[src/hw/rtl/divide_blend_pixel_macros.svh]
// Assertion macros shared by the divide blend pixel RTL.
`ifndef DIVIDE_BLEND_PIXEL_MACROS_SVH
`define DIVIDE_BLEND_PIXEL_MACROS_SVH

// Implication checked at every rising edge of clk, off while in reset.
`define DBP_ASSERT_IMPLIES(label, ante, cons, msg) \
    label: assert property (@(posedge clk) disable iff (!rst_n) (ante) |-> (cons)) \
        else $error(msg);

// Implication whose consequent is checked in the cycle after the antecedent.
`define DBP_ASSERT_NEXT(label, ante, cons, msg) \
    label: assert property (@(posedge clk) disable iff (!rst_n) (ante) |=> (cons)) \
        else $error(msg);

`endif

[src/hw/rtl/dbp_pkg.sv]
// Types and constants shared by the divide blend pixel block.
`timescale 1ns / 1ps

package dbp_pkg;

    localparam int FIELD_W    = 8;
    localparam int CFG_IDX_W  = 1;
    localparam int CFG_DATA_W = 3;

    // Configuration register indexes
    localparam logic [CFG_IDX_W-1:0] REG_RESULT_FORMAT = 1'd0;
    localparam logic [CFG_IDX_W-1:0] REG_TOP_HAS_ALPHA = 1'd1;

    // Result format codes
    localparam logic [2:0] FMT_RGBA       = 3'd0;
    localparam logic [2:0] FMT_RGB        = 3'd1;
    localparam logic [2:0] FMT_GRAY_ALPHA = 3'd2;
    localparam logic [2:0] FMT_GRAY       = 3'd3;
    localparam logic [2:0] FMT_ALPHA      = 3'd4;

    typedef struct packed {
        logic [FIELD_W-1:0] bottom_red;
        logic [FIELD_W-1:0] bottom_green;
        logic [FIELD_W-1:0] bottom_blue;
        logic [FIELD_W-1:0] bottom_alpha;
        logic [FIELD_W-1:0] top_red;
        logic [FIELD_W-1:0] top_green;
        logic [FIELD_W-1:0] top_blue;
        logic [FIELD_W-1:0] top_alpha;
    } pixel_in_t;

    typedef struct packed {
        logic [FIELD_W-1:0] out_red;
        logic [FIELD_W-1:0] out_green;
        logic [FIELD_W-1:0] out_blue;
        logic [FIELD_W-1:0] out_alpha;
    } pixel_out_t;

endpackage

[src/hw/rtl/divide_blend_pixel.sv]
// Divide blend of one bottom pixel by one top pixel, fully pipelined.
`timescale 1ns / 1ps
//
// Usage
//   Input: drive a pixel transaction on pixel and raise start. The transaction is
//   taken at a rising edge where start is high and busy is low. busy is high only
//   while rst_n is asserted and in the first cycle after it; afterwards the block
//   takes one pixel every cycle with no gaps.
//   Output: each result transaction sits on result for exactly one cycle, marked
//   by done. The receiver cannot hold it off, so the pipeline never stalls and
//   no transaction is ever dropped or repeated.
//   Most of the pipeline is the restoring divider, which resolves one quotient
//   bit per stage. Throughput: one pixel per cycle.
//   Stages: input register, CHANNEL_BITS restoring-divide stages plus their entry
//   stage, two mix stages (multiply, then add), and an output stage that divides
//   by the all-ones channel value and applies the result format.
//   Configuration: write result_format (index 0) and top_has_alpha (index 1) via
//   cfg_we / cfg_index / cfg_wdata only while no transaction is in flight.
//   Reset: clears all valid bits and loads result_format = rgb, top_has_alpha = 0.

module divide_blend_pixel #(
    parameter int CHANNEL_BITS = 8
) (
    input  logic                                 clk,
    input  logic                                 rst_n,
    input  logic                                 start,
    output logic                                 busy,
    input  dbp_pkg::pixel_in_t                   pixel,
    output logic                                 done,
    output dbp_pkg::pixel_out_t                  result,
    input  logic                                 cfg_we,
    input  logic [dbp_pkg::CFG_IDX_W-1:0]        cfg_index,
    input  logic [dbp_pkg::CFG_DATA_W-1:0]       cfg_wdata
);

    import dbp_pkg::*;

    `include "divide_blend_pixel_macros.svh"

    localparam int CB  = CHANNEL_BITS;
    localparam int NW  = 2 * CHANNEL_BITS;
    localparam int NL  = 3;                    // red, green, blue lanes
    localparam int LAT = CHANNEL_BITS + 5;     // accept edge to done sample edge

    typedef logic [CB-1:0] lane_t;
    typedef logic [NW-1:0] wide_t;

    localparam lane_t MAXV = {CB{1'b1}};
    localparam lane_t HALF = MAXV >> 1;
    localparam logic [FIELD_W-1:0] LANE_MASK = FIELD_W'(MAXV);

    // ------------------------------------------------------------------
    // Configuration registers
    // ------------------------------------------------------------------
    logic [2:0] fmt_reg;
    logic       mix_reg;
    logic       busy_reg;

    always_ff @(posedge clk or negedge rst_n)
    begin
        if (!rst_n)
        begin
            fmt_reg  <= FMT_RGB;
            mix_reg  <= 1'b0;
            busy_reg <= 1'b1;
        end
        else
        begin
            busy_reg <= 1'b0;
            if (cfg_we)
            begin
                unique case (cfg_index)
                    REG_RESULT_FORMAT: fmt_reg <= cfg_wdata;
                    REG_TOP_HAS_ALPHA: mix_reg <= cfg_wdata[0];
                    default:           fmt_reg <= fmt_reg;
                endcase
            end
        end
    end

    assign busy = busy_reg;

    logic accept;
    assign accept = start && !busy_reg;

    // ------------------------------------------------------------------
    // Stage A: capture the pixel, narrowed to channel lanes
    // ------------------------------------------------------------------
    lane_t a_b_next [NL];
    lane_t a_t_next [NL];

    always_comb
    begin
        a_b_next[0] = CB'(pixel.bottom_red);
        a_b_next[1] = CB'(pixel.bottom_green);
        a_b_next[2] = CB'(pixel.bottom_blue);
        a_t_next[0] = CB'(pixel.top_red);
        a_t_next[1] = CB'(pixel.top_green);
        a_t_next[2] = CB'(pixel.top_blue);
    end

    logic  a_valid_reg;
    lane_t a_b_reg [NL];
    lane_t a_t_reg [NL];
    lane_t a_ba_reg;
    lane_t a_ta_reg;

    always_ff @(posedge clk or negedge rst_n)
    begin
        if (!rst_n)
            a_valid_reg <= 1'b0;
        else
            a_valid_reg <= accept;
    end

    always_ff @(posedge clk)
    begin
        a_b_reg  <= a_b_next;
        a_t_reg  <= a_t_next;
        a_ba_reg <= CB'(pixel.bottom_alpha);
        a_ta_reg <= CB'(pixel.top_alpha);
    end

    // ------------------------------------------------------------------
    // Divider: stage 0 forms bottom * MAXV and the saturation flag, then
    // each of the CB stages resolves one quotient bit (restoring).
    // Saturation: top is zero, or bottom > top (quotient would pass MAXV).
    // ------------------------------------------------------------------
    logic  d_valid_reg [CB+1];
    lane_t d_q_reg     [CB+1][NL];
    lane_t d_b_reg     [CB+1][NL];
    logic  d_sat_reg   [CB+1][NL];
    lane_t d_ba_reg    [CB+1];
    lane_t d_ta_reg    [CB+1];
    lane_t d_rem_reg   [CB][NL];
    lane_t d_low_reg   [CB][NL];
    lane_t d_t_reg     [CB][NL];

    wide_t d0_n_next   [NL];
    logic  d0_sat_next [NL];

    always_comb
    begin
        for (int l = 0; l < NL; l++)
        begin
            d0_n_next[l]   = (NW'(a_b_reg[l]) << CB) - NW'(a_b_reg[l]);
            d0_sat_next[l] = (a_t_reg[l] == '0) || (a_b_reg[l] > a_t_reg[l]);
        end
    end

    always_ff @(posedge clk or negedge rst_n)
    begin
        if (!rst_n)
            d_valid_reg[0] <= 1'b0;
        else
            d_valid_reg[0] <= a_valid_reg;
    end

    always_ff @(posedge clk)
    begin
        for (int l = 0; l < NL; l++)
        begin
            d_q_reg[0][l]   <= '0;
            d_b_reg[0][l]   <= a_b_reg[l];
            d_sat_reg[0][l] <= d0_sat_next[l];
            d_rem_reg[0][l] <= d0_n_next[l][NW-1:CB];
            d_low_reg[0][l] <= d0_n_next[l][CB-1:0];
            d_t_reg[0][l]   <= a_t_reg[l];
        end
        d_ba_reg[0] <= a_ba_reg;
        d_ta_reg[0] <= a_ta_reg;
    end

    for (genvar k = 0; k < CB; k++)
    begin : g_div
        logic [CB:0] trial     [NL];
        logic [CB:0] diff      [NL];
        logic        ge        [NL];
        lane_t       rem_next  [NL];
        lane_t       q_next    [NL];

        always_comb
        begin
            for (int l = 0; l < NL; l++)
            begin
                trial[l]    = {d_rem_reg[k][l], d_low_reg[k][l][CB-1]};
                diff[l]     = trial[l] - {1'b0, d_t_reg[k][l]};
                ge[l]       = trial[l] >= {1'b0, d_t_reg[k][l]};
                rem_next[l] = ge[l] ? diff[l][CB-1:0] : trial[l][CB-1:0];
                q_next[l]   = {d_q_reg[k][l][CB-2:0], ge[l]};
            end
        end

        always_ff @(posedge clk or negedge rst_n)
        begin
            if (!rst_n)
                d_valid_reg[k+1] <= 1'b0;
            else
                d_valid_reg[k+1] <= d_valid_reg[k];
        end

        always_ff @(posedge clk)
        begin
            for (int l = 0; l < NL; l++)
            begin
                d_q_reg[k+1][l]   <= q_next[l];
                d_b_reg[k+1][l]   <= d_b_reg[k][l];
                d_sat_reg[k+1][l] <= d_sat_reg[k][l];
            end
            d_ba_reg[k+1] <= d_ba_reg[k];
            d_ta_reg[k+1] <= d_ta_reg[k];
        end

        if (k + 1 < CB)
        begin : g_carry
            always_ff @(posedge clk)
            begin
                for (int l = 0; l < NL; l++)
                begin
                    d_rem_reg[k+1][l] <= rem_next[l];
                    d_low_reg[k+1][l] <= d_low_reg[k][l] << 1;
                    d_t_reg[k+1][l]   <= d_t_reg[k][l];
                end
            end
        end
    end

    // ------------------------------------------------------------------
    // Mix stage 1: saturate the quotient and form both products
    // ------------------------------------------------------------------
    lane_t m_q_next [NL];

    always_comb
    begin
        for (int l = 0; l < NL; l++)
            m_q_next[l] = d_sat_reg[CB][l] ? MAXV : d_q_reg[CB][l];
    end

    logic  m_valid_reg;
    wide_t m_p0_reg [NL];
    wide_t m_p1_reg [NL];
    lane_t m_q_reg  [NL];
    lane_t m_ba_reg;

    always_ff @(posedge clk or negedge rst_n)
    begin
        if (!rst_n)
            m_valid_reg <= 1'b0;
        else
            m_valid_reg <= d_valid_reg[CB];
    end

    always_ff @(posedge clk)
    begin
        for (int l = 0; l < NL; l++)
        begin
            m_p0_reg[l] <= NW'(d_b_reg[CB][l]) * NW'(MAXV - d_ta_reg[CB]);
            m_p1_reg[l] <= NW'(m_q_next[l]) * NW'(d_ta_reg[CB]);
            m_q_reg[l]  <= m_q_next[l];
        end
        m_ba_reg <= d_ba_reg[CB];
    end

    // ------------------------------------------------------------------
    // Mix stage 2: add the products and the rounding half
    // ------------------------------------------------------------------
    logic  s_valid_reg;
    wide_t s_sum_reg [NL];
    lane_t s_q_reg   [NL];
    lane_t s_ba_reg;

    always_ff @(posedge clk or negedge rst_n)
    begin
        if (!rst_n)
            s_valid_reg <= 1'b0;
        else
            s_valid_reg <= m_valid_reg;
    end

    always_ff @(posedge clk)
    begin
        for (int l = 0; l < NL; l++)
        begin
            s_sum_reg[l] <= m_p0_reg[l] + m_p1_reg[l] + NW'(HALF);
            s_q_reg[l]   <= m_q_reg[l];
        end
        s_ba_reg <= m_ba_reg;
    end

    // ------------------------------------------------------------------
    // Output stage: divide by MAXV = 2^CB - 1 as sum >> CB plus one
    // correction (the remainder stays below twice MAXV), pick the mixed or
    // plain quotient, then apply the result format.
    // ------------------------------------------------------------------
    lane_t       div_q0   [NL];
    logic [CB:0] div_rem  [NL];
    lane_t       lane_val [NL];
    pixel_out_t  result_next;

    always_comb
    begin
        for (int l = 0; l < NL; l++)
        begin
            div_q0[l]   = s_sum_reg[l][NW-1:CB];
            div_rem[l]  = {1'b0, s_sum_reg[l][CB-1:0]} + {1'b0, div_q0[l]};
            lane_val[l] = mix_reg ? div_q0[l] + lane_t'(div_rem[l] >= {1'b0, MAXV})
                                  : s_q_reg[l];
        end

        result_next.out_red   = FIELD_W'(lane_val[0]);
        result_next.out_green = FIELD_W'(lane_val[1]);
        result_next.out_blue  = FIELD_W'(lane_val[2]);
        result_next.out_alpha = LANE_MASK;

        unique case (fmt_reg) inside
            FMT_RGBA:
            begin
                result_next.out_alpha = FIELD_W'(s_ba_reg);
            end
            FMT_GRAY_ALPHA:
            begin
                result_next.out_green = '0;
                result_next.out_blue  = '0;
                result_next.out_alpha = FIELD_W'(s_ba_reg);
            end
            FMT_GRAY, FMT_ALPHA:
            begin
                result_next.out_green = '0;
                result_next.out_blue  = '0;
            end
            default:
            begin
                // rgb, and the undefined codes behave as rgb
                result_next.out_alpha = LANE_MASK;
            end
        endcase
    end

    logic       done_reg;
    pixel_out_t result_reg;

    always_ff @(posedge clk or negedge rst_n)
    begin
        if (!rst_n)
            done_reg <= 1'b0;
        else
            done_reg <= s_valid_reg;
    end

    always_ff @(posedge clk)
    begin
        result_reg <= result_next;
    end

    assign done   = done_reg;
    assign result = result_reg;

    // ------------------------------------------------------------------
    // Assertions
    // ------------------------------------------------------------------
    `DBP_ASSERT_IMPLIES(a_done_has_source, done, $past(accept, LAT),
        "result strobe without a transaction accepted at the pipeline latency")
    `DBP_ASSERT_IMPLIES(a_zero_divisor_saturates,
        done && !mix_reg && $past((pixel.top_red & LANE_MASK) == '0, LAT),
        result.out_red == LANE_MASK,
        "zero red divisor did not saturate the red lane")
    `DBP_ASSERT_IMPLIES(a_zero_weight_keeps_bottom,
        done && mix_reg && $past((pixel.top_alpha & LANE_MASK) == '0, LAT),
        result.out_red == ($past(pixel.bottom_red, LAT) & LANE_MASK),
        "mix with zero top alpha did not return the bottom red value")
    `DBP_ASSERT_NEXT(a_busy_clears_after_reset, busy, !busy,
        "busy held past the first cycle after reset")

endmodule
[config.mk]
export PLATFORM = sky130hd
export DESIGN_NAME = divide_blend_pixel
export DESIGN_NICKNAME = d
export VERILOG_FILES = /design/src/hw/rtl/dbp_pkg.sv /design/src/hw/rtl/divide_blend_pixel.sv
export VERILOG_INCLUDE_DIRS = /design/src /design/src/hw/rtl
export SDC_FILE = /design/constraint.sdc
export NUM_CORES = 2
export LEC_CHECK = 0
export BUFFER_PORTS_ARGS = -buffer_cell sky130_fd_sc_hd__buf_2
export CORE_AREA = 2 2 298 300
export CTS_CLUSTER_SIZE = 24
export DETAILED_ROUTE_END_ITERATION = 8
export DIE_AREA = 0 0 300 302
export PLACE_DENSITY = 0.77
export SLEW_MARGIN = 20
export SYNTH_ARGS = -nofsm -noshare
export SYNTH_HDL_FRONTEND = slang
export SYNTH_SLANG_ARGS = --single-unit
[constraint.sdc]
create_clock -name clk -period 6.8 [get_ports clk]
set_clock_uncertainty 0.05 [all_clocks]
set_input_delay 0.68 -clock clk [delete_from_list [all_inputs] [get_ports clk]]
set_output_delay 0.68 -clock clk [all_outputs]
set_load 0.01 [all_outputs]
==> results.ini <==
[synth]
post_synthesis_instance_total=5088
synth_edf_count=0
seq_area_frac_synth_pct=47.2
postSynth.asyncResetShare_pct=1.40
yosys_top_cell_area_share_pct=46.4
ys_seq_elements=1285
predominant_post_synthesis_flop_cell=dfxtp_1
ys_top_cells_by_area=dfxtp_1 (46%), ha_1 (13%), fa_1 (8.9%)
synth.cell_area_um2=54700
syn_area_per_cell_um2=10.8
syn_nets=5955
synth.largest_area_cell=dfxtp_1
yosysWarnings=0
post_synth_num_cell_types=69

[final_layout]
num-nets-final=6208
antenna_cells_inserted=0
synthToLayoutAreaGrowth_pct=12.7
final_layout_size_suffix_gt1_share_pct=8.67
largest_reg_flops=216

[clocking]
worst_skew_pair.late_latency_ns=0.74
cts.root.buffer_cell=clkbuf_16
cts_made_buffers=121
cts-resized-gates=0
max-clock-path-buffers=3
tritoncts=built
clkTransAtPathRegs_ns=0.06
cts-htree-levels=3
clock-sinks=1285

[worst_setup_path]
critical_path_cell_count=17
cp_cell_sequence=buf_4 > nor2b_1 > fa_1 > inv_1 > fa_1 > inv_1 > fa_1 > inv_1 > fa_1 > inv_1 > ha_1 > o21a_1 > o31a_1 > o21ai_0 > o21ba_2 > nor3_1 > a311o_1
cp_slowest_cell=dfxtp_1
crit_fanout=21
worst-path-buf-inv=5
arrival_worst_endpoint_ns=5.76
worst_r2r_path_depth=17
worstSetupEndpointType=flop
cp-start-kind=flop
cpLargestDelayFamily=adder cells
cp.required_ns=7.32
critPathMaxStageDelay_ns=0.96
crit_type=reg -> reg

[floorplan]
placeableCoreArea_um2=87600
initial_utilization_pct=62.5
floorplan.die_area_um2=90600
placement_row_count=109
die_outline_width_um=300
die_h_um=302
floorplan.io_pins=106

[timing]
grt_setup_unrepaired=false
tightest_slew_ns=1.06
whs_ns=0.0508
fmaxAchievable_mhz=191
final_period_minus_worst_setup_slack_ns=5.24
slew_headroom_pct=29.0
final_hold_viol_count=0
fin_tns_setup_ns=0
fin_crit_sh_pct=77.1
worst_slack_ns=1.56
report.final.setup_viol=0
report.final.slew_viol_count=0

[global_route]
grt_pass1_wl_um=168000
globalRoute.totalOverflow=0
grt_pass1_vias=35300
grt_use_total_pct=22.6
largest_net_degree_at_the_start_of_global_routing=44
grt_antenna_before_repair=0

[detailed_routing]
vias_per_instance=5.17
vias=34200
highest-signal-layer=met4
post-route-drc-count=0
met2WireLength_um=48700
met3_length_um=4440
met1_length_um=44500
antenna_left=0
drt_first_iter_violations=1663
postRouteWirelength_um=101000
drt-wirelength-per-cell_um=15.2
drt_pre_antenna_iters=5

[job]
max_cap_violations=0

[hold_path]
whs_path_depth=1
hold_class=in -> reg

[power]
power_per_cell_area_nw_per_um2=544
vdd_ir_drop_max_mv=0.560
power_leakage_nw=29.2

[placed_design]
post-dp-hpwl_um=73200
port_buffers=105
place_ws_ns=1.66
place_congestion=0.895

[run_status]
status=complete, no violations

## where the power goes
group          internal (mW)  switching (mW)  total (mW)  leakage, nW
combinational           7.50            8.78        16.3         16.3
sequential              9.36           0.800        10.2         10.9
clock                   4.18            2.91        7.09         2.08
## kinds of logic after synthesis
| group | synth area share [%] |
|---|---|
| compound gates | 8.28 |
| xor+xnor | 3.57 |
| fa+ha+maj | 21.5 |
| buf+inv | 5.91 |
| flops | 47.2 |
| mux | 3.09 |
| other cells | 0.00685 |
| simple gates | 10.4 |
## worst reg2reg max path: stages (launching register included)
cell and delay (ns):
dfxtp_1 0.96, buf_4 0.35, nor2b_1 0.08, fa_1 0.48, inv_1 0.05, fa_1 0.47, inv_1 0.06, fa_1 0.53
inv_1 0.05, fa_1 0.53, inv_1 0.04, ha_1 0.35, o21a_1 0.14, o31a_1 0.12, o21ai_0 0.32, o21ba_2 0.22
nor3_1 0.05, a311o_1 0.26
## routing by layer
metal | track usage, % | up-vias
met5 | 0 | -
met4 | 7.99 | 0
met3 | 3.43 | 206
met2 | 39.9 | 736
met1 | 28.1 | 16100
li1 | - | 17100
## Yosys cell counts (all sizes together) (83+ instances only)
cell type     n
nor3         83
dfxtp      1267
fa          243
a21oi       157
ha          552
o21ai       182
xnor2       175
nor2b       411
inv         792
nand2       129
mux2         85
nor2        237
## final timing paths
path                            slack (ns)              end       startpoint
worst max-delay path                  1.56  m_p0_reg[0][29]  d_ta_reg[0][69]
worst min-delay path                  0.05      a_ba_reg[0]        pixel[32]
worst max register to register        1.56  m_p0_reg[0][29]  d_ta_reg[0][69]
worst min register to register        0.25   d_b_reg[7][16]   d_b_reg[6][16]
max in group asynchronous             6.00       fmt_reg[0]            rst_n
min in group asynchronous             0.39             done            rst_n
## timing repair
| item | 4_1_cts | 5_1_grt |
|---|---|---|
| setup buffers | 0 | 0 |
| hold buffers | 63 | 0 |
| endpoints found under the hold margin | 78 | 0 |
## cell usage in the layout, fill, tap and decap left out, types with 14 or more instances in the layout
cell type and n:
a211oi_1 48, a21o_1 70, a21oi_1 155, a31oi_1 23, and3_1 47, buf_2 105
buf_4 28, bufinv_16 17, clkbuf_1 17, clkbuf_16 122, clkbuf_8 18, clkinv_2 14
dfrtp_1 16, dfxtp_1 1267, dlygate4sd3_1 63, fa_1 243, ha_1 552, inv_1 792
mux2_2 85, mux2i_1 73, nand2_1 129, nand2b_1 52, nand3_1 44, nor2_1 237
nor2b_1 411, nor3_1 83, nor4_1 20, o211ai_1 21, o21a_1 42, o21ai_0 163
o21ai_2 17, o21bai_1 18, o31ai_1 21, o41ai_1 19, xnor2_1 175, xor2_1 48
## layout make-up
class | count | area [µm²]
clock buffers | 157 | 3360
clock inverters | 66 | 977
fillers | 6235 | 25900
inverters | 794 | 2980
multi-input cells | 2943 | 25700
flip-flops and latches | 1285 | 25800
well taps | 1165 | 1460
repair buffers | 196 | 1370
## per-stage QoR
step / util, % / cell area [µm²] / total power, mW / instances
final: 70.4 / 61600 / 33.5 / 6606
after global routing: 70.4 / 61600 / 36.4 / 6606
after CTS: 70.4 / 61600 / 33.7 / 6606
after detailed placement: 64.7 / 56600 / 26.3 / 6320
after global placement: 64.7 / 56600 / 25.8 / 6320
after floorplan: - / 54700 / 23.0 / 5088
Note: power is estimated with default switching activity, not from simulation.
